<file path="src/rtl/otfd_pkg.sv">
// Shared types and constants for the OOK thermometer frame decoder.
// No dependencies; every other file in the project imports this package.
package otfd_pkg;

  localparam int DurBits    = 16;
  localparam int CodeBits   = 24;
  localparam int TempBits   = 12;
  localparam int IdxBits    = 6;
  localparam int PulseCount = 48;
  localparam int CfgAddrW   = 5;
  localparam int CfgDataW   = 32;
  localparam int CfgIdxW    = 3;

  localparam logic [7:0]    SyncId      = 8'hFF;
  localparam logic [3:0]    BattGoodNib = 4'h0;
  localparam logic [IdxBits-1:0] LastPulse = IdxBits'(PulseCount - 1);

  typedef enum logic [1:0] {
    ST_NEW    = 2'd0,
    ST_REPEAT = 2'd1,
    ST_SYNC   = 2'd2,
    ST_BAD    = 2'd3
  } status_t;

  typedef enum logic [CfgIdxW-1:0] {
    REG_SYNC_MIN     = 3'd0,
    REG_SYNC_MAX     = 3'd1,
    REG_HIGH_MAX     = 3'd2,
    REG_ZERO_LOW_MIN = 3'd3,
    REG_ZERO_LOW_MAX = 3'd4,
    REG_ONE_LOW_MIN  = 3'd5
  } cfg_idx_t;

  localparam logic [DurBits-1:0] SyncMinRst    = 16'd7781;
  localparam logic [DurBits-1:0] SyncMaxRst    = 16'd8059;
  localparam logic [DurBits-1:0] HighMaxRst    = 16'd999;
  localparam logic [DurBits-1:0] ZeroLowMinRst = 16'd1001;
  localparam logic [DurBits-1:0] ZeroLowMaxRst = 16'd2999;
  localparam logic [DurBits-1:0] OneLowMinRst  = 16'd3001;

endpackage

</file>
<file path="src/rtl/otfd_if.sv">
// Valid/ready channel interfaces for the pulse input and the decoded result.
// Depends on otfd_pkg for field widths and the status type.
interface otfd_in_if;
  import otfd_pkg::*;
  logic               valid;
  logic               ready;
  logic [DurBits-1:0] duration;
  logic               frame_start;

  modport source (output valid, duration, frame_start, input ready);
  modport sink   (input valid, duration, frame_start, output ready);
endinterface

interface otfd_out_if;
  import otfd_pkg::*;
  logic                       valid;
  logic                       ready;
  status_t                    status;
  logic [7:0]                 sensor_id;
  logic signed [TempBits-1:0] temp_tenths;
  logic                       battery_ok;
  logic [CodeBits-1:0]        raw_code;

  modport source (output valid, status, sensor_id, temp_tenths, battery_ok, raw_code,
                  input ready);
  modport sink   (input valid, status, sensor_id, temp_tenths, battery_ok, raw_code,
                  output ready);
endinterface

</file>
<file path="src/rtl/ook_thermometer_frame_decoder_core.sv">
// Top level of the OOK thermometer frame decoder: input register, decode logic,
// result register and the APB-style threshold registers. Uses otfd_pkg and otfd_if.
//
// Each duration word is captured in an input register and decoded from that register
// by a handful of 16-bit compares, a shift of the 24-bit code and, on the last
// pulse of a frame, a multiply-by-ten built from two shifts and adds. The block takes
// one word per clock while the result register is free or being taken; a result word
// sits in the output register until it is taken, and the input register keeps
// accepting as long as the result side moves. Only a failed sync window check,
// malformed pulses and the 48th pulse of a frame produce result words.
module ook_thermometer_frame_decoder_core (
  input  logic                          clk,
  input  logic                          rst_n,
  otfd_in_if.sink                       in_ch,
  otfd_out_if.source                    out_ch,
  input  logic                          cfg_psel,
  input  logic                          cfg_penable,
  input  logic                          cfg_pwrite,
  input  logic [otfd_pkg::CfgAddrW-1:0] cfg_paddr,
  input  logic [otfd_pkg::CfgDataW-1:0] cfg_pwdata,
  output logic [otfd_pkg::CfgDataW-1:0] cfg_prdata,
  output logic                          cfg_pready
);
  import otfd_pkg::*;

  // Threshold registers
  logic [DurBits-1:0] sync_min_r, sync_max_r, high_max_r;
  logic [DurBits-1:0] zero_low_min_r, zero_low_max_r, one_low_min_r;
  logic [CfgIdxW-1:0] cfg_idx;
  logic               cfg_wr;

  assign cfg_pready = 1'b1;
  assign cfg_idx    = cfg_paddr[CfgIdxW+1:2];
  assign cfg_wr     = cfg_psel && cfg_penable && cfg_pwrite;

  always_ff @(posedge clk) begin
    if (!rst_n) begin
      sync_min_r     <= SyncMinRst;
      sync_max_r     <= SyncMaxRst;
      high_max_r     <= HighMaxRst;
      zero_low_min_r <= ZeroLowMinRst;
      zero_low_max_r <= ZeroLowMaxRst;
      one_low_min_r  <= OneLowMinRst;
    end else if (cfg_wr) begin
      unique case (cfg_idx)
        REG_SYNC_MIN:     sync_min_r     <= cfg_pwdata[DurBits-1:0];
        REG_SYNC_MAX:     sync_max_r     <= cfg_pwdata[DurBits-1:0];
        REG_HIGH_MAX:     high_max_r     <= cfg_pwdata[DurBits-1:0];
        REG_ZERO_LOW_MIN: zero_low_min_r <= cfg_pwdata[DurBits-1:0];
        REG_ZERO_LOW_MAX: zero_low_max_r <= cfg_pwdata[DurBits-1:0];
        REG_ONE_LOW_MIN:  one_low_min_r  <= cfg_pwdata[DurBits-1:0];
        default: ;
      endcase
    end
  end

  always_comb begin
    cfg_prdata = '0;
    unique case (cfg_idx)
      REG_SYNC_MIN:     cfg_prdata = CfgDataW'(sync_min_r);
      REG_SYNC_MAX:     cfg_prdata = CfgDataW'(sync_max_r);
      REG_HIGH_MAX:     cfg_prdata = CfgDataW'(high_max_r);
      REG_ZERO_LOW_MIN: cfg_prdata = CfgDataW'(zero_low_min_r);
      REG_ZERO_LOW_MAX: cfg_prdata = CfgDataW'(zero_low_max_r);
      REG_ONE_LOW_MIN:  cfg_prdata = CfgDataW'(one_low_min_r);
      default:          cfg_prdata = '0;
    endcase
  end

  // Input register
  logic               s0_valid_r;
  logic [DurBits-1:0] s0_dur_r;
  logic               s0_start_r;
  logic               s0_adv;

  // Output register
  logic                       out_valid_r;
  status_t                    out_status_r;
  logic [7:0]                 out_id_r;
  logic signed [TempBits-1:0] out_temp_r;
  logic                       out_batt_r;
  logic [CodeBits-1:0]        out_code_r;

  assign s0_adv      = s0_valid_r && (!out_valid_r || out_ch.ready);
  assign in_ch.ready = !s0_valid_r || s0_adv;

  always_ff @(posedge clk) begin
    if (!rst_n) begin
      s0_valid_r <= 1'b0;
    end else if (in_ch.ready) begin
      s0_valid_r <= in_ch.valid;
    end
  end

  always_ff @(posedge clk) begin
    if (in_ch.ready && in_ch.valid) begin
      s0_dur_r   <= in_ch.duration;
      s0_start_r <= in_ch.frame_start;
    end
  end

  // Frame state
  logic [IdxBits-1:0]         pulse_idx_r, pulse_idx_nxt;
  logic                       active_r, active_nxt;
  logic                       high_short_r, high_short_nxt;
  logic [CodeBits-1:0]        code_r, code_nxt;
  logic signed [TempBits-1:0] last_temp_r, last_temp_nxt;
  logic                       last_valid_r, last_valid_nxt;

  // Decode results
  logic                       res_valid;
  status_t                    res_status;
  logic [7:0]                 res_id;
  logic signed [TempBits-1:0] res_temp;
  logic                       res_batt;
  logic [CodeBits-1:0]        res_code;

  // Field split of the code as it stands after this pulse's bit shifts in
  logic [CodeBits-1:0]        code_shifted;
  logic                       bit_val;
  logic                       zero_hit, one_hit;
  logic [6:0]                 deg_int;
  logic [TempBits-2:0]        mag;
  logic signed [TempBits-1:0] temp_val;

  assign zero_hit     = (s0_dur_r >= zero_low_min_r) && (s0_dur_r <= zero_low_max_r);
  assign one_hit      = (s0_dur_r >= one_low_min_r);
  assign bit_val      = !zero_hit;
  assign code_shifted = {code_r[CodeBits-2:0], bit_val};
  assign deg_int      = code_shifted[14:8];
  assign mag          = {1'b0, deg_int, 3'b000} + {3'b000, deg_int, 1'b0}
                      + {7'd0, code_shifted[3:0]};
  assign temp_val     = code_shifted[15] ? -$signed({1'b0, mag}) : $signed({1'b0, mag});

  always_comb begin
    pulse_idx_nxt  = pulse_idx_r;
    active_nxt     = active_r;
    high_short_nxt = high_short_r;
    code_nxt       = code_r;
    last_temp_nxt  = last_temp_r;
    last_valid_nxt = last_valid_r;
    res_valid      = 1'b0;
    res_status     = ST_BAD;
    res_id         = '0;
    res_temp       = '0;
    res_batt       = 1'b0;
    res_code       = '0;

    if (s0_start_r) begin
      pulse_idx_nxt  = '0;
      high_short_nxt = 1'b0;
      code_nxt       = '0;
      if ((s0_dur_r >= sync_min_r) && (s0_dur_r <= sync_max_r)) begin
        active_nxt = 1'b1;
      end else begin
        active_nxt = 1'b0;
        res_valid  = 1'b1;
      end
    end else if (active_r) begin
      if (!pulse_idx_r[0]) begin
        if (s0_dur_r > high_max_r) begin
          active_nxt     = 1'b0;
          pulse_idx_nxt  = '0;
          high_short_nxt = 1'b0;
          res_valid      = 1'b1;
        end else begin
          high_short_nxt = 1'b1;
          pulse_idx_nxt  = pulse_idx_r + 1'b1;
        end
      end else if (!high_short_r || !(zero_hit || one_hit)) begin
        active_nxt     = 1'b0;
        pulse_idx_nxt  = '0;
        high_short_nxt = 1'b0;
        res_valid      = 1'b1;
      end else begin
        code_nxt       = code_shifted;
        high_short_nxt = 1'b0;
        pulse_idx_nxt  = pulse_idx_r + 1'b1;
        if (pulse_idx_r == LastPulse) begin
          // Last low of the frame: report the completed code.
          active_nxt    = 1'b0;
          pulse_idx_nxt = '0;
          res_valid     = 1'b1;
          res_id        = code_shifted[23:16];
          res_code      = code_shifted;
          if (code_shifted[23:16] == SyncId) begin
            res_status = ST_SYNC;
          end else begin
            res_temp = temp_val;
            res_batt = (code_shifted[7:4] == BattGoodNib);
            if (last_valid_r && (temp_val == last_temp_r)) begin
              res_status = ST_REPEAT;
            end else begin
              res_status     = ST_NEW;
              last_temp_nxt  = temp_val;
              last_valid_nxt = 1'b1;
            end
          end
        end
      end
    end
  end

  always_ff @(posedge clk) begin
    if (!rst_n) begin
      pulse_idx_r  <= '0;
      active_r     <= 1'b0;
      high_short_r <= 1'b0;
      code_r       <= '0;
      last_temp_r  <= '0;
      last_valid_r <= 1'b0;
    end else if (s0_adv) begin
      pulse_idx_r  <= pulse_idx_nxt;
      active_r     <= active_nxt;
      high_short_r <= high_short_nxt;
      code_r       <= code_nxt;
      last_temp_r  <= last_temp_nxt;
      last_valid_r <= last_valid_nxt;
    end
  end

  // The result register loads whenever a word leaves the input stage.
  always_ff @(posedge clk) begin
    if (!rst_n) begin
      out_valid_r <= 1'b0;
    end else if (s0_adv) begin
      out_valid_r <= res_valid;
    end else if (out_ch.ready) begin
      out_valid_r <= 1'b0;
    end
  end

  always_ff @(posedge clk) begin
    if (s0_adv && res_valid) begin
      out_status_r <= res_status;
      out_id_r     <= res_id;
      out_temp_r   <= res_temp;
      out_batt_r   <= res_batt;
      out_code_r   <= res_code;
    end
  end

  assign out_ch.valid       = out_valid_r;
  assign out_ch.status      = out_status_r;
  assign out_ch.sensor_id   = out_id_r;
  assign out_ch.temp_tenths = out_temp_r;
  assign out_ch.battery_ok  = out_batt_r;
  assign out_ch.raw_code    = out_code_r;

endmodule

</file>
<file path="src/flat_wrapper.sv">
// flat-port wrapper written by rule: the top's interface ports become plain ports
module ook_thermometer_frame_decoder_core_flat import otfd_pkg::*;
  (clk, rst_n, cfg_psel, cfg_penable, cfg_pwrite, cfg_paddr, cfg_pwdata, cfg_prdata, cfg_pready, in_ch_valid, in_ch_duration, in_ch_frame_start, in_ch_ready, out_ch_valid, out_ch_status, out_ch_sensor_id, out_ch_temp_tenths, out_ch_battery_ok, out_ch_raw_code, out_ch_ready);
  otfd_in_if in_ch_i ();
  otfd_out_if out_ch_i ();
  input  logic clk;
  input  logic rst_n;
  input  logic cfg_psel;
  input  logic cfg_penable;
  input  logic cfg_pwrite;
  input  logic [otfd_pkg::CfgAddrW-1:0] cfg_paddr;
  input  logic [otfd_pkg::CfgDataW-1:0] cfg_pwdata;
  output logic [otfd_pkg::CfgDataW-1:0] cfg_prdata;
  output logic cfg_pready;
  input wire logic [$bits(in_ch_i.valid)-1:0] in_ch_valid;
  input wire logic [$bits(in_ch_i.duration)-1:0] in_ch_duration;
  input wire logic [$bits(in_ch_i.frame_start)-1:0] in_ch_frame_start;
  output wire logic [$bits(in_ch_i.ready)-1:0] in_ch_ready;
  output wire logic [$bits(out_ch_i.valid)-1:0] out_ch_valid;
  output wire logic [$bits(out_ch_i.status)-1:0] out_ch_status;
  output wire logic [$bits(out_ch_i.sensor_id)-1:0] out_ch_sensor_id;
  output wire logic [$bits(out_ch_i.temp_tenths)-1:0] out_ch_temp_tenths;
  output wire logic [$bits(out_ch_i.battery_ok)-1:0] out_ch_battery_ok;
  output wire logic [$bits(out_ch_i.raw_code)-1:0] out_ch_raw_code;
  input wire logic [$bits(out_ch_i.ready)-1:0] out_ch_ready;
  assign in_ch_i.valid = in_ch_valid;
  assign in_ch_i.duration = in_ch_duration;
  assign in_ch_i.frame_start = in_ch_frame_start;
  assign in_ch_ready = in_ch_i.ready;
  assign out_ch_valid = out_ch_i.valid;
  assign out_ch_status = out_ch_i.status;
  assign out_ch_sensor_id = out_ch_i.sensor_id;
  assign out_ch_temp_tenths = out_ch_i.temp_tenths;
  assign out_ch_battery_ok = out_ch_i.battery_ok;
  assign out_ch_raw_code = out_ch_i.raw_code;
  assign out_ch_i.ready = out_ch_ready;
  ook_thermometer_frame_decoder_core u_core (.clk(clk), .rst_n(rst_n), .in_ch(in_ch_i), .out_ch(out_ch_i), .cfg_psel(cfg_psel), .cfg_penable(cfg_penable), .cfg_pwrite(cfg_pwrite), .cfg_paddr(cfg_paddr), .cfg_pwdata(cfg_pwdata), .cfg_prdata(cfg_prdata), .cfg_pready(cfg_pready));
endmodule
</file>
<file path="config.mk">
export PLATFORM = sky130hd
export DESIGN_NAME = ook_thermometer_frame_decoder_core_flat
export DESIGN_NICKNAME = d
export VERILOG_FILES = /design/src/rtl/otfd_pkg.sv /design/src/rtl/otfd_if.sv /design/src/rtl/ook_thermometer_frame_decoder_core.sv /design/src/flat_wrapper.sv
export SDC_FILE = /design/constraint.sdc
export NUM_CORES = 1
export LEC_CHECK = 0
export BUFFER_PORTS_ARGS = -buffer_cell sky130_fd_sc_hd__buf_2
export CORE_MARGIN = 4
export CORE_UTILIZATION = 50
export CTS_CLUSTER_DIAMETER = 80
export DETAILED_ROUTE_END_ITERATION = 7
export PLACE_DENSITY = 0.7
export SLEW_MARGIN = 20
export SYNTH_ARGS = -nofsm -noshare
export SYNTH_HDL_FRONTEND = slang
export SYNTH_SLANG_ARGS = --single-unit
</file>
<file path="constraint.sdc">
create_clock -name clk -period 5.1 [get_ports clk]
set_input_delay 1.02 -clock clk [delete_from_list [all_inputs] [get_ports clk]]
set_output_delay 1.02 -clock clk [all_outputs]
set_load 0.02 [all_outputs]
</file>
==> reports/qor.txt, run 1 <==
Vert. Die Dim = 159.3 µm
Final Non-Filler Cells = 1,684
Clock transition at path regs = 0.08 ns
IR drop worst, VDD = 0.1556 mV
total power after layout = 0.003320 W
max-slew violations = 0
Max clock buf depth = 2
top cells by area, synth = dfxtp_1 25%, edfxtp_1 15%, ha_1 12%
initial antenna violation count = 0
Hold Buf Count CTS = 0
Startpoint Class = flip-flop
post-DP HPWL = 22.11 mm
peak fanout along the critical path = 7
Synth Flop Type = dfxtp_1
wire length of the first global-routing pass = 50.15 mm
Final Hold Fails = 0
DR vias = 9,876
Starting Density = 50.72%
Max Cap Viol = 0
Max-slew headroom = 20.03%
fin area = 12,880 µm²
worst-case reg-to-reg path depth = 19
TritonCTS Buffers = 17
critical path class = flip-flop to flip-flop
required time of the worst setup path = 5.43 ns
top cell type's share of synthesized area = 24.66%
hold path startpoint = u_core.zero_low_min_r[11]
number of synthesized register bits = 197
fin crit share = 94.98%
Worst EP arrival = 5.17 ns
total track usage = 24.38%
Final GP Congestion = 0.9066
placed insts = 1,651
ANT cells = 0
slowest cell delay on critical path = 0.54 ns
clock latency on the worst-skew pair = 0.45 ns
Final Net Count = 1,560
Die X-Extent = 159.3 µm
input/output buffers = 107
DP Area = 12,210 µm²
std cell rows = 55
vias in the first global route = 9,531
Hold WC Path Type = flip-flop to flip-flop
share of cells above drive strength 1 = 14.58%
TritonCTS Sinks = 197
drt wl/cell = 18.65 µm
yosys warns = 0
Post-Synthesis Cells = 1,302
Pleak = 5.596 nW
CTS tree = built
die area = 25,380 µm²
Worst R2R Setup Slack = 0.26 ns
CP max stage cell = edfxtp_1
Sum Neg Setup Slack = 0 ns
WL final = 31.41 mm
vias per cell = 5.865
fin util = 57.05%
H-tree depth = 4
async set-reset flop share out of synthesis = 0%
Max Freq = 0.2064 GHz
critical-path cell list = ha_1 -> nand2_1 -> nor3_1 -> a2111oi_2 -> buf_4 -> a31oi_2 -> or2_1 -> inv_1 -> ha_1 -> nand2b_2 -> nor4b_1 -> mux2i_1 -> o31ai_1 -> xor2_1 -> xnor2_1 -> a2111oi_4 -> a31oi_4 -> buf_4 -> mux2i_1
minimum clock period = 4.844 ns
synthesized area = 11,450 µm²
clock root cell = clkbuf_16
Setup violations, final = 0
worst clock skew = 0.01570 ns
Core ar. = 22,570 µm²
largest net degree at the start of global routing = 71
syn avg cell area = 8.792 µm²
Cells on Worst Hold Path = 2
# DRC = 0
IO Pins = 143
FF-to-FF Start = u_core.s0_dur_r[11]
First-pass DRT Iterations = 5
GR Overflow Total = 0
P&R area growth vs syn = 12.48%
PwrDens = 257.9 nW/µm²
hold endpoint = u_core.zero_low_min_r[11]
Worst-Margin Slew = 1.200 ns
sequential share of the synthesized area = 39.35%
reg-to-reg endpoint = u_core.last_temp_r[10]
ANT nets after route = 0
Critical Path Sink Type = flip-flop
synth unique cells = 81
status = finished, final reports clean
cell taking the most area after synthesis = dfxtp_1
number of synthesized flops with an enable pin = 56
Fillers = 2,028
Iter 0 DRT Violations = 704
stage by stage:
step                hold WS, ns  setup WS [ns]
floorplan                0.4401         0.5847
global placement         0.4553        0.04900
detailed placement       0.4614       -0.07371
CTS                      0.4737        0.05132
global route             0.4999       -0.03124
finish                   0.4778         0.2560
critical path, delay by kind of cell (launching register included):
family | cells | cell delay, ns
AOI/OAI and AO/OA | 5 | 1.47
xor gates and xnor gates | 2 | 0.51
adders and majority gates | 2 | 0.57
buffers and inverters | 3 | 0.51
DFF | 1 | 0.54
muxes | 2 | 0.31
and+or+nand+nor | 5 | 0.81
flip-flops by register name, indices dropped and copies added, names as in the netlist, 2 cells and up:
| register | count |
|---|---|
| u_core.out_ch.temp_tenths | 12 |
| u_core.high_max_r | 16 |
| u_core.sync_min_r | 16 |
| u_core.out_ch.raw_code | 24 |
| u_core.out_ch.status | 2 |
| u_core.zero_low_min_r | 16 |
| u_core.pulse_idx_r | 5 |
| u_core.last_temp_r | 12 |
| u_core.s0_dur_r | 16 |
| u_core.code_r | 23 |
| u_core.sync_max_r | 16 |
| u_core.zero_low_max_r | 16 |
| u_core.one_low_min_r | 16 |
layer usage:
layer	vias up	track usage, %	part of all wire, %
met1	4657	31.29	42
li1	4774	-	-
met2	371	41.31	48
met4	0	9.744	3.3
met5	-	0	0
met3	74	3.831	6.8
cells by family (layout without fill, tap and decap cells):
kind of cell               count (synthesis)  in the layout  share of synthesized area [%]
and+or+nand+nor                          432            432                          18.02
adders and majority gates                113            113                          12.48
xor gates and xnor gates                  23             23                          1.880
DFF                                      197            197                          39.35
buffers and inverters                    202            284                          7.651
AOI/OAI and AO/OA                        319            319                          19.18
muxes                                     14             14                          1.366
other                                      2             17                        0.06561
worst max-delay path by stage:
stage / from / end / depth (start not counted)
after detailed placement: u_core.s0_dur_r[11] / u_core.last_temp_r[2] / 19
after global routing: u_core.s0_dur_r[11] / u_core.last_temp_r[2] / 19
after floorplan: u_core.s0_dur_r[13] / u_core.last_temp_r[5] / 19
final: u_core.s0_dur_r[11] / u_core.last_temp_r[10] / 19
after global placement: u_core.s0_dur_r[11] / u_core.last_temp_r[8] / 19
after CTS: u_core.s0_dur_r[11] / u_core.last_temp_r[3] / 18
placed cells by master, fill, tap and decap left out, types with 4 or more instances in the layout:
cell type	instances
a21oi_1	92
nor2_1	59
nand4_1	28
o21a_1	11
clkbuf_16	17
mux2i_1	10
inv_6	4
nor3_1	12
o211ai_1	46
nand2b_1	11
a211oi_1	5
dfxtp_1	141
and3_1	27
o21ai_1	4
buf_2	107
inv_1	111
nor2b_1	9
nor4_1	5
buf_4	33
ha_1	111
a22oi_1	63
xnor2_1	13
a21o_1	21
o31ai_1	8
nand3_1	36
and2_1	12
edfxtp_1	56
nand2_1	198
clkinv_8	7
o21ai_0	23
xor2_1	9
conb_1	17
a311oi_1	4
what timing repair did:
action,in CTS,in global routing
endpoints found under the setup margin,9,12
pin swaps,0,1
setup buffers,0,1
resized for setup,2,5
report_power, final:
| group | total, W | switching, W | internal (W) | leakage (nW) |
|---|---|---|---|---|
| Combinational | 0.000309 | 0.000205 | 0.000105 | 3.57 |
| Sequential | 0.00164 | 0.0000160 | 0.00162 | 1.74 |
| Clock | 0.00137 | 0.000705 | 0.000666 | 0.293 |
cell type report:
type	instances	area (µm²)	area share (%)
inverter	112	420.4	3.265
clock inverter	15	186.4	1.448
clock buffer	17	425.4	3.304
multi-input combinational	918	6200	48.15
timing repair buffer	140	783.3	6.083
sequential	197	4504	34.98
tap	285	356.6	2.769
Yosys cell counts, drive strengths merged, types with 9 or more instances:
| library cell | number |
|---|---|
| clkbuf | 58 |
| dfxtp | 141 |
| nand4 | 28 |
| a22oi | 63 |
| edfxtp | 56 |
| buf | 32 |
| inv | 112 |
| and2 | 13 |
| a21o | 22 |
| o21ai | 27 |
| nand2 | 198 |
| o211ai | 46 |
| and3 | 28 |
| nor2 | 60 |
| mux2i | 10 |
| xor2 | 9 |
| nor3 | 13 |
| xnor2 | 13 |
| nand2b | 12 |
| a21oi | 92 |
| o21a | 11 |
| nor2b | 9 |
| ha | 111 |
| nand3 | 36 |
Note: power is estimated with default switching activity, not from simulation.
==> run 2, diff against run 1 <==
--- a/config.mk
+++ b/config.mk
@@ -7,10 +7,10 @@
 export LEC_CHECK = 0
 export BUFFER_PORTS_ARGS = -buffer_cell sky130_fd_sc_hd__buf_2
 export CORE_MARGIN = 4
-export CORE_UTILIZATION = 50
+export CORE_UTILIZATION = 55
 export CTS_CLUSTER_DIAMETER = 80
 export DETAILED_ROUTE_END_ITERATION = 7
-export PLACE_DENSITY = 0.7
+export PLACE_DENSITY = 0.76
 export SLEW_MARGIN = 20
 export SYNTH_ARGS = -nofsm -noshare
 export SYNTH_HDL_FRONTEND = slang
==> run 2 against run 1 <==
Against the previous run: global-route usage up 1.9 points; setup slack better by 0.081 ns; core utilization up 6.2 points; wire length down 0.86%; register-to-register slack better by 0.08 ns; sequential power about the same; first-iteration DRC count up 16%; sequential share of layout area about the same; final area about the same; via count up 0.31%.
==> reports/qor.txt, run 2 (same netlist as run 1, synthesis figures left out) <==
vias in the first global route = 9,359
Die X-Extent = 152.3 µm
Pleak = 5.625 nW
initial antenna violation count = 0
commonest cells after routing, fill and taps aside = 198 x nand2_1, 141 x dfxtp_1, 111 x inv_1, 111 x ha_1, 107 x buf_2
GR Overflow Total = 0
post-DP HPWL = 22.43 mm
largest net degree at the start of global routing = 71
slowest cell delay on critical path = 0.45 ns
cell family with most CP delay = simple AND/OR/NAND/NOR gates
total track usage = 26.26%
worst clock skew = 0.01503 ns
TritonCTS Sinks = 197
Critical Path Sink Type = flip-flop
Final Hold Fails = 0
IR drop worst, VDD = 0.2046 mV
fin util = 63.28%
Max-slew headroom = 24.88%
PwrDens = 258.4 nW/µm²
Max clock buf depth = 2
max-slew violations = 0
Clock transition at path regs = 0.08 ns
Setup crit end = u_core.last_temp_r[9]
required time of the worst setup path = 5.42 ns
fin crit share = 93.38%
Vert. Die Dim = 152.3 µm
share of cells above drive strength 1 = 15.03%
Worst EP arrival = 5.08 ns
Core ar. = 20,360 µm²
minimum clock period = 4.763 ns
vias per cell = 5.918
std cell rows = 52
CTS tree = built
max reg flops = 24
worst setup path start = u_core.s0_dur_r[15]
worst-case reg-to-reg path depth = 19
die area = 23,180 µm²
critical-path cell list = ha_1 -> nand4_1 -> nor3_1 -> a2111oi_2 -> buf_4 -> a31oi_2 -> or2_1 -> inv_1 -> ha_1 -> mux2i_2 -> xnor2_1 -> nor4_1 -> o2111ai_1 -> a2111oi_1 -> buf_4 -> nand4_1 -> nor4_4 -> a31oi_4 -> mux2_4
path length in cells of the critical path = 19
input/output buffers = 107
Max Freq = 0.2100 GHz
Starting Density = 56.21%
fin area = 12,890 µm²
drt wl/cell = 18.60 µm
Startpoint Class = flip-flop
Hold WC Path Type = flip-flop to flip-flop
DP Area = 12,230 µm²
Bufs and invs on worst path = 3
ANT nets after route = 0
clock latency on the worst-skew pair = 0.44 ns
commonest non-fill, non-tap cell in the layout = nand2_1
clock root cell = clkbuf_16
peak fanout along the critical path = 7
Worst R2R Setup Slack = 0.34 ns
TritonCTS Buffers = 17
Sum Neg Setup Slack = 0 ns
post-CTS resize count = 0
WL final = 31.14 mm
IO Pins = 143
RSZ-0062 raised after global routing = false
H-tree depth = 4
First-pass DRT Iterations = 5
FF-to-FF Start = u_core.s0_dur_r[15]
# DRC = 0
P&R area growth vs syn = 12.58%
critical path class = flip-flop to flip-flop
DR vias = 9,907
number of setup buffers added after CTS = 0
Worst-Margin Slew = 1.127 ns
Max Cap Viol = 0
status = finished, final reports clean
Hold Buf Count CTS = 0
wire length of the first global-routing pass = 49.81 mm
ANT cells = 0
reg-to-reg endpoint = u_core.last_temp_r[9]
Setup violations, final = 0
CP max stage cell = edfxtp_1
Final Net Count = 1,565
Iter 0 DRT Violations = 816
Final GP Congestion = 0.9525
## run 2: where the power goes
group	leakage (nW)	switching [W]	total, W	internal (W)
registers	1.74	0.0000155	0.00164	0.00162
clock network	0.299	0.000706	0.00138	0.000677
logic	3.59	0.000203	0.000308	0.000105
total	5.62	0.000925	0.00333	0.00241
## run 2: worst min-delay path, stage by stage (launching register included)
cell and delay (ns):
dfxtp_1 0.32, nand2_1 0.05, mux2i_1 0.05
## run 2: worst min path at each step
stage,start,end,slack [ns],cells past startpoint
after floorplan,u_core.last_valid_r,u_core.last_valid_r,0.44,1
after global placement,u_core.zero_low_max_r[14],u_core.zero_low_max_r[14],0.46,2
after detailed placement,u_core.one_low_min_r[12],u_core.one_low_min_r[12],0.46,2
after CTS,u_core.last_temp_r[2],u_core.last_temp_r[2],0.47,2
after global routing,u_core.last_temp_r[2],u_core.last_temp_r[2],0.49,2
final,u_core.last_temp_r[2],u_core.last_temp_r[2],0.47,2
## run 2: area by class of cell
type / count / area, µm²
Fill cell: 1760 / 7477
Multi-Input combinational cell: 918 / 6187
Sequential cell: 197 / 4504
Timing Repair Buffer: 145 / 820.8
Clock buffer: 17 / 425.4
Inverter: 112 / 420.4
Tap cell: 270 / 337.8
Clock inverter: 15 / 191.4
## run 2: metrics by stage
stage	worst slack (ns)	std cells	total power, W	hold WS (ns)
after floorplan	0.5847	1317	0.001863	0.4401
after global placement	0.2426	1642	0.001971	0.4565
after detailed placement	0.1049	1642	0.001976	0.4624
after CTS	0.07188	1674	0.003344	0.4741
after global routing	0.03598	1674	0.003453	0.4853
final	0.3375	1674	0.003330	0.4721
## run 2: metal layers
metal	vias to the layer above	part of all wire, %	track usage (%)
met3	94	7.3	4.970
met4	0	4.2	11.60
li1	4793	-	-
met1	4606	41	33.84
met2	414	47	43.14
met5	-	0	0
==> run 3, diff against run 2 <==
--- a/config.mk
+++ b/config.mk
@@ -7,10 +7,9 @@
 export LEC_CHECK = 0
 export BUFFER_PORTS_ARGS = -buffer_cell sky130_fd_sc_hd__buf_2
 export CORE_MARGIN = 4
-export CORE_UTILIZATION = 55
+export CORE_UTILIZATION = 40
 export CTS_CLUSTER_DIAMETER = 80
 export DETAILED_ROUTE_END_ITERATION = 7
-export PLACE_DENSITY = 0.76
 export SLEW_MARGIN = 20
 export SYNTH_ARGS = -nofsm -noshare
 export SYNTH_HDL_FRONTEND = slang
==> run 3 against run 2 <==
Against the previous run: combinational power rose by 1%; critical path depth down 1; non-clock buffer count fell by 3.
==> reports/qor.txt, run 3 (same netlist as run 1, synthesis figures left out) <==
status = finished, final reports clean
TritonCTS Buffers = 17
Core ar. = 28,010 µm²
Worst EP arrival = 5.13 ns
critical-path cell list = ha_1 -> nand4_1 -> nor3_1 -> a2111oi_2 -> buf_4 -> a31oi_2 -> or2_1 -> inv_1 -> ha_1 -> nand2b_2 -> nor4b_1 -> mux2i_1 -> o31ai_1 -> xor2_1 -> xnor2_1 -> a2111oi_4 -> a31oi_4 -> mux2_1
critical path class = flip-flop to flip-flop
PwrDens = 259.3 nW/µm²
commonest non-fill, non-tap cell in the layout = nand2_1
vias per cell = 5.527
Clock transition at path regs = 0.08 ns
number of setup buffers added after CTS = 0
P&R area growth vs syn = 13.96%
Cells on Worst Hold Path = 2
Final Non-Filler Cells = 1,779
drt wl/cell = 18.54 µm
clock root cell = clkbuf_16
minimum clock period = 4.791 ns
hold path startpoint = u_core.sync_min_r[8]
GR Overflow Total = 0
max reg flops = 24
share of cells above drive strength 1 = 15.06%
Pleak = 5.631 nW
First-pass DRT Iterations = 8
H-tree depth = 4
Max-slew headroom = 22.03%
Vert. Die Dim = 177.2 µm
worst clock skew = 0.01699 ns
IO Pins = 143
worst-case reg-to-reg path depth = 18
fin area = 13,050 µm²
required time of the worst setup path = 5.44 ns
Worst R2R Setup Slack = 0.31 ns
clock latency on the worst-skew pair = 0.45 ns
Sum Neg Setup Slack = 0 ns
Max Freq = 0.2087 GHz
most used cell, CP = ha_1
commonest cells after routing, fill and taps aside = 198 x nand2_1, 141 x dfxtp_1, 111 x inv_1, 111 x ha_1, 107 x buf_2
Worst-Margin Slew = 1.168 ns
ANT nets after route = 0
std cell rows = 61
input/output buffers = 107
DP Area = 12,340 µm²
TritonCTS Sinks = 197
DR vias = 9,833
WL final = 32.99 mm
fin crit share = 93.95%
die area = 31,390 µm²
Final Hold Fails = 0
wire length of the first global-routing pass = 51.34 mm
IR drop worst, VDD = 0.2018 mV
Die X-Extent = 177.2 µm
CTS tree = built
FF-to-FF Start = u_core.s0_dur_r[12]
max-slew violations = 0
Hold WC Path Type = flip-flop to flip-flop
Final Net Count = 1,562
Startpoint Class = flip-flop
Iter 0 DRT Violations = 726
Fin Hold WS = 0.4743 ns
ANT cells = 0
post-DP HPWL = 23.17 mm
Starting Density = 40.87%
reg-to-reg endpoint = u_core.last_temp_r[3]
Max clock buf depth = 2
placed insts = 1,746
hold endpoint = u_core.sync_min_r[8]
largest net degree at the start of global routing = 71
Max Cap Viol = 0
vias in the first global route = 9,511
CP max stage cell = edfxtp_1
Setup violations, final = 0
total track usage = 20.83%
worst setup path start = u_core.s0_dur_r[12]
Critical Path Sink Type = flip-flop
# DRC = 0
initial antenna violation count = 0
peak fanout along the critical path = 7
Final GP Congestion = 0.9159
slowest cell delay on critical path = 0.45 ns
run 3: how the worst max path moves through the flow:
stage	end	slack, ns	cells after the start
floorplan	u_core.last_temp_r[5]	0.58	19
CTS	u_core.last_temp_r[3]	0.03	18
global placement	u_core.last_temp_r[3]	-0.18	18
finish	u_core.last_temp_r[3]	0.31	18
detailed placement	u_core.last_temp_r[3]	-0.14	18
global route	u_core.last_temp_r[2]	-0.002	19
run 3: per-layer routing:
| layer | GRT usage [%] | vias up | part of all wire (%) |
|---|---|---|---|
| li1 | - | 4773 | - |
| met1 | 26.88 | 4684 | 43 |
| met2 | 35.15 | 316 | 47 |
| met3 | 3.867 | 60 | 6.5 |
| met4 | 7.124 | 0 | 2.9 |
| met5 | 0 | - | 0 |
run 3: worst max-delay path, delay by kind of cell, from the launching register on:
family | cells | cell delay [ns]
mux | 2 | 0.54
simple gates | 5 | 0.97
flops | 1 | 0.45
xor+xnor | 2 | 0.49
fa+ha+maj | 2 | 0.52
buf+inv | 2 | 0.29
compound gates | 5 | 1.43
run 3: timing repair:
item / in CTS / in global routing
endpoints found under the hold margin: 0 / 0
gates resized for setup: 3 / 7
pin swaps: 0 / 1
setup endpoints to repair: 11 / 12
hold buffers: 0 / 0
run 3: power by group:
part / leakage, nW / total [W] / switching (W) / internal [W]
Sequential: 1.74 / 0.00164 / 0.0000178 / 0.00162
Clock: 0.303 / 0.00143 / 0.000716 / 0.000714
Combinational: 3.59 / 0.000312 / 0.000206 / 0.000105
run 3: stage by stage:
| step | setup slack [ns] | util [%] | power (W) |
|---|---|---|---|
| final | 0.3086 | 46.57 | 0.003383 |
| after detailed placement | -0.1364 | 44.05 | 0.001984 |
| after global routing | -0.001885 | 46.57 | 0.003502 |
| after CTS | 0.02912 | 46.33 | 0.003410 |
| after floorplan | 0.5847 | - | 0.001863 |
| after global placement | -0.1835 | 44.05 | 0.001980 |
run 3: area by class of cell:
class / count / area, µm²
clock buffers: 17 / 425.4
clock inverters: 15 / 202.7
fillers: 2733 / 14970
inverters: 112 / 421.7
multi-input cells: 918 / 6212
flip-flops and latches: 197 / 4504
well taps: 378 / 473.0
repair buffers: 142 / 805.8
